==> config.mk <==
export PLATFORM = sky130hd
export DESIGN_NAME = prt_front
export DESIGN_NICKNAME = d
export VERILOG_FILES = /design/src/design/prt_pkg.sv /design/src/design/prt_front.sv
export SDC_FILE = /design/constraint.sdc
export NUM_CORES = 1
export LEC_CHECK = 0
export BUFFER_PORTS_ARGS = -buffer_cell sky130_fd_sc_hd__buf_2
export CAP_MARGIN = 25
export CORE_MARGIN = 4
export CORE_UTILIZATION = 35
export CTS_CLUSTER_SIZE = 28
export DETAILED_ROUTE_END_ITERATION = 10
export PLACE_DENSITY = 0.66
export SYNTH_ARGS = -nofsm -noshare
export SYNTH_HDL_FRONTEND = slang
export SYNTH_SLANG_ARGS = --single-unit
==> constraint.sdc <==
create_clock -name clk -period 18.8 [get_ports clk]
set_input_delay 0.94 -clock clk [delete_from_list [all_inputs] [get_ports clk]]
set_output_delay 0.94 -clock clk [all_outputs]
set_load 0.05 [all_outputs]
==> src/design/prt_pkg.sv <==
// ---------------------------------------------------------------------------
// Resequencer package
// Shared types and constants of the packet resequencer.
// ---------------------------------------------------------------------------
package prt_pkg;

  localparam int BufferDepth = 16;
  localparam int IdxW = $clog2(BufferDepth);
  localparam int CntW = $clog2(BufferDepth + 1);

  localparam logic [1:0] OUT_IN_ORDER = 2'd0;
  localparam logic [1:0] OUT_LATE_REL = 2'd1;
  localparam logic [1:0] OUT_LATE_DROP = 2'd2;
  localparam logic [1:0] OUT_OVERFLOW = 2'd3;

  localparam logic ACT_PACKET = 1'b0;
  localparam logic ACT_TICK = 1'b1;

  typedef struct packed {
    logic        action;
    logic [31:0] seq_no;
    logic [47:0] sent_time;
    logic [47:0] now_time;
    logic [15:0] packet_tag;
  } in_item_t;

  typedef struct packed {
    logic [1:0]  outcome;
    logic [31:0] out_seq_no;
    logic [15:0] out_tag;
    logic        last;
  } out_item_t;

  // Classified work handed from the front part to the back part.
  typedef enum logic [2:0] {
    CMD_NONE,
    CMD_EMIT,
    CMD_HOLD,
    CMD_TICK
  } cmd_kind_t;

  typedef struct packed {
    cmd_kind_t   kind;
    logic [1:0]  outcome;
    logic [31:0] seq_no;
    logic [47:0] sent_time;
    logic [47:0] now_time;
    logic [15:0] tag;
    logic [47:0] max_delay;
  } cmd_t;

endpackage

==> src/design/prt_front.sv <==
// ---------------------------------------------------------------------------
// Resequencer front part
// Accepts items, tracks the maximum delay and classifies each item.
// ---------------------------------------------------------------------------
module prt_front (
  input  logic              clk,
  input  logic              rst,
  input  logic              in_valid,
  output logic              in_ready,
  input  prt_pkg::in_item_t in_item,
  input  logic              drop_late,
  output logic              cmd_valid,
  input  logic              cmd_ready,
  output prt_pkg::cmd_t     cmd
);

  logic [47:0] max_delay;
  logic        neg;
  logic [47:0] delay;
  logic        late;

  assign in_ready = !cmd_valid || cmd_ready;

  assign neg   = in_item.sent_time > in_item.now_time;
  assign delay = in_item.now_time - in_item.sent_time;
  assign late  = !neg && (delay >= max_delay);

  // The front cannot see expected_seq, so the back decides in-order first;
  // late is pre-resolved here and overflow is pre-set as the hold outcome for the out-of-order case.
  always_ff @(posedge clk) begin
    if (rst) begin
      max_delay <= '0;
      cmd_valid <= 1'b0;
    end else begin
      if (in_valid && in_ready) begin
        cmd_valid <= 1'b1;
      end else if (cmd_ready) begin
        cmd_valid <= 1'b0;
      end
      if (in_valid && in_ready) begin
        if (in_item.action == prt_pkg::ACT_PACKET && !neg && delay > max_delay) begin
          max_delay <= delay;
        end
        cmd.seq_no    <= in_item.seq_no;
        cmd.sent_time <= in_item.sent_time;
        cmd.now_time  <= in_item.now_time;
        cmd.tag       <= in_item.packet_tag;
        cmd.max_delay <= max_delay;
        if (in_item.action == prt_pkg::ACT_TICK) begin
          cmd.kind    <= prt_pkg::CMD_TICK;
          cmd.outcome <= prt_pkg::OUT_IN_ORDER;
        end else if (late) begin
          cmd.kind    <= prt_pkg::CMD_EMIT;
          cmd.outcome <= drop_late ? prt_pkg::OUT_LATE_DROP : prt_pkg::OUT_LATE_REL;
        end else begin
          cmd.kind    <= prt_pkg::CMD_HOLD;
          cmd.outcome <= prt_pkg::OUT_OVERFLOW;
        end
      end
    end
  end

endmodule

==> results.txt <==
Placed Area -> 14300 µm²
DR iter-0 viols -> 570
Worst Reg-to-Reg Cells -> 11
worst slew pin tran -> 1000 ps
die area -> 37600 µm²
Synth Area per Inst -> 11.7 µm²
Tot Pwr -> 1.56 mW
ratio of cells with drive above 1 in the final layout -> 29.3%
initial antenna violation count -> 0
Final #Nets -> 1632
clock-pin slew on the worst setup and hold paths -> 60 ps
fillers -> 3161
Setup Buffers After CTS -> 0
Inserted Clock Buffers -> 29
area of the mapped netlist -> 12100 µm²
PwrDens -> 102 nW/µm²
worst path arrival time -> 6890 ps
Area Growth Syn to Fin -> 26.6%
final hold violations -> 0
CP Launch Type -> input port
Worst Hold Class -> reg2reg
syn nets -> 1285
Worst slew margin -> 33.2%
CTS H-tree lvls -> 1
# resized after CTS -> 0
drt drc -> 0
RSZ-0062 raised after global routing -> false
n_diodes -> 0
min cycle time layout -> 6450 ps
die height -> 194 µm
gr usage total -> 16.7%
vias in the first global route -> 9440
hold path cells -> 0
ys async rst share -> 0%
FMAX -> 155 MHz
RR Endpoint -> max_delay[44]
first-pass GRT wire length -> 51.3 mm
hold_buf cts -> 0
fin area -> 15300 µm²
register area share after synthesis -> 56.7%
final HPWL from detailed placement -> 25.7 mm
max_cap viols -> 0
distinct cell type count after synthesis -> 64
Clock Sinks -> 245
CP endpoint kind -> flip-flop
largest net degree at the start of global routing -> 78
num rows -> 67
hold slack -> 439 ps
EDFF count, synth -> 196
period utilization -> 34.3%
cells after synthesis -> 1038
R2R setup slack -> 15160 ps
via count -> 9264
WL per Instance -> 17.8 µm
Die Wd -> 194 µm
I/O pin count -> 349
Max Root-Sink Buffers -> 3
Worst-Skew Late Latency -> 570 ps
final core occ -> 45.3%
Worst VDD drop -> 0.0567 mV
gr ovfl total -> 0
WS Path Type -> in2reg
leakage -> 6.72 nW
Worst Setup SP -> in_item[16]
CTS Root Cell -> clkbuf_16
DRT antenna net count -> 0
crit path capture -> max_delay[44]
Hold Crit Start -> max_delay[47]
gpl congestion -> 0.899
reg-to-reg startpoint -> max_delay[26]
DR pass1 iterations -> 5
CTS tree -> yes
Total Wirelength -> 33.0 mm
Synth Flop Type -> edfxtp_1
status -> finished clean
Yosys reg bits -> 245
vias per cell -> 4.99
final setup fails -> 0
worst-path fanout max -> 28
max-slew violation count -> 0
core footprint -> 33900 µm²
final setup skew -> 33.0 ps
Port Buffer Count -> 347
Yosys Warn Count -> 0
Initial Utilization -> 35.8%
CP required -> 19240 ps
TNS Setup -> 0 ps
registers in the layout (all words and copies together) (netlist names):
register   flops
cmd          196
cmd_valid      1
max_delay     48
worst max-delay path, stage by stage:
cell and delay [ps]:
buf_2 100, inv_1 50, ha_1 190, inv_1 60
fa_1 420, a211oi_1 290, o21a_1 280, a211oi_1 120
nor4_1 700, o21ai_1 300, a311o_1 390, xor2_1 210
ha_1 290, nand4_1 100, a21oi_1 40, a2111oi_0 430
o21ai_0 220, o21ba_2 280, or3_2 590, buf_4 510
nor2_2 120, a22o_1 250
worst min-delay path by stage:
stage,to
detailed placement,cmd[29]
floorplan,cmd[16]
global route,cmd[27]
finish,cmd[47]
CTS,cmd[47]
global placement,cmd[47]
layer usage:
layer / up-vias / GRT usage (%) / share of wire (%)
met3: 67 / 3.51 / 6.6
met4: 0 / 5.78 / 3.0
li1: 4481 / - / -
met5: - / 0 / 0
met1: 4372 / 22.3 / 44
met2: 344 / 27.0 / 46
layout by cell type, fill, tap and decap left out, drive strengths merged, types with 10 or more instances in the layout:
cell,netlist,routed
nor2,85,85
nand2,57,57
mux2i,39,39
dfxtp,49,49
edfxtp,196,196
buf,10,352
a21oi,82,82
xor2,16,16
o21a,11,11
a211oi,10,10
ha,96,96
clkbuf,26,35
nand4,18,18
a21o,38,38
o21ai,40,40
inv,110,113
a31oi,11,11
xnor2,28,28
where the power goes:
| group | total [mW] | internal (mW) | switching [mW] | leakage, nW |
|---|---|---|---|---|
| registers | 0.619 | 0.612 | 0.00725 | 2.23 |
| clock network | 0.614 | 0.388 | 0.227 | 0.514 |
| logic | 0.325 | 0.108 | 0.217 | 3.98 |
| total | 1.56 | 1.11 | 0.451 | 6.72 |
logic make-up (layout without fill, tap and decap cells):
kind of cell,count (synthesis),count (layout),share of synthesized area [%]
DFF,245,245,56.7
AOI/OAI and AO/OA,247,247,13.3
xor gates and xnor gates,44,44,3.18
and+or+nand+nor,218,218,8.35
adders and majority gates,97,97,10.1
buffers and inverters,146,516,4.99
muxes,40,40,3.32
other,1,1,0.0310
area by class of cell:
cell class	count	area (µm²)	area share, %
sequential	245	6870	44.8
multi-input combinational	647	4650	30.3
timing repair buffer	352	1790	11.7
clock buffer	35	768	5.01
tap	448	561	3.66
inverter	110	413	2.69
clock inverter	19	288	1.88
Yosys cell counts, types with 7 or more instances:
library cell,count,area (µm²)
a21oi_1,81,405
o21ai_0,33,165
nor3_1,9,45.0
o21ai_1,7,35.0
xor2_1,16,140
dfxtp_1,49,981
clkbuf_1,25,93.8
a211oi_1,7,52.6
o21a_1,11,82.6
and3_1,7,43.8
xnor2_1,28,245
inv_1,110,413
nand2_1,57,214
mux2i_1,39,390
nand4_1,18,113
a31oi_1,11,68.8
ha_1,96,1200
nand3_1,9,45.0
nor2_1,84,315
edfxtp_1,196,5890
a21o_1,38,285
metrics by stage:
step / setup WS (ps) / std cells
6_report: 12350 / 1856
5_1_grt: 11990 / 1856
4_1_cts: 12330 / 1855
3_5_place_dp: 11780 / 1801
3_3_place_gp: 12040 / 1801
2_1_floorplan: 8370 / 1038
Power figures use the tool's default switching activity.
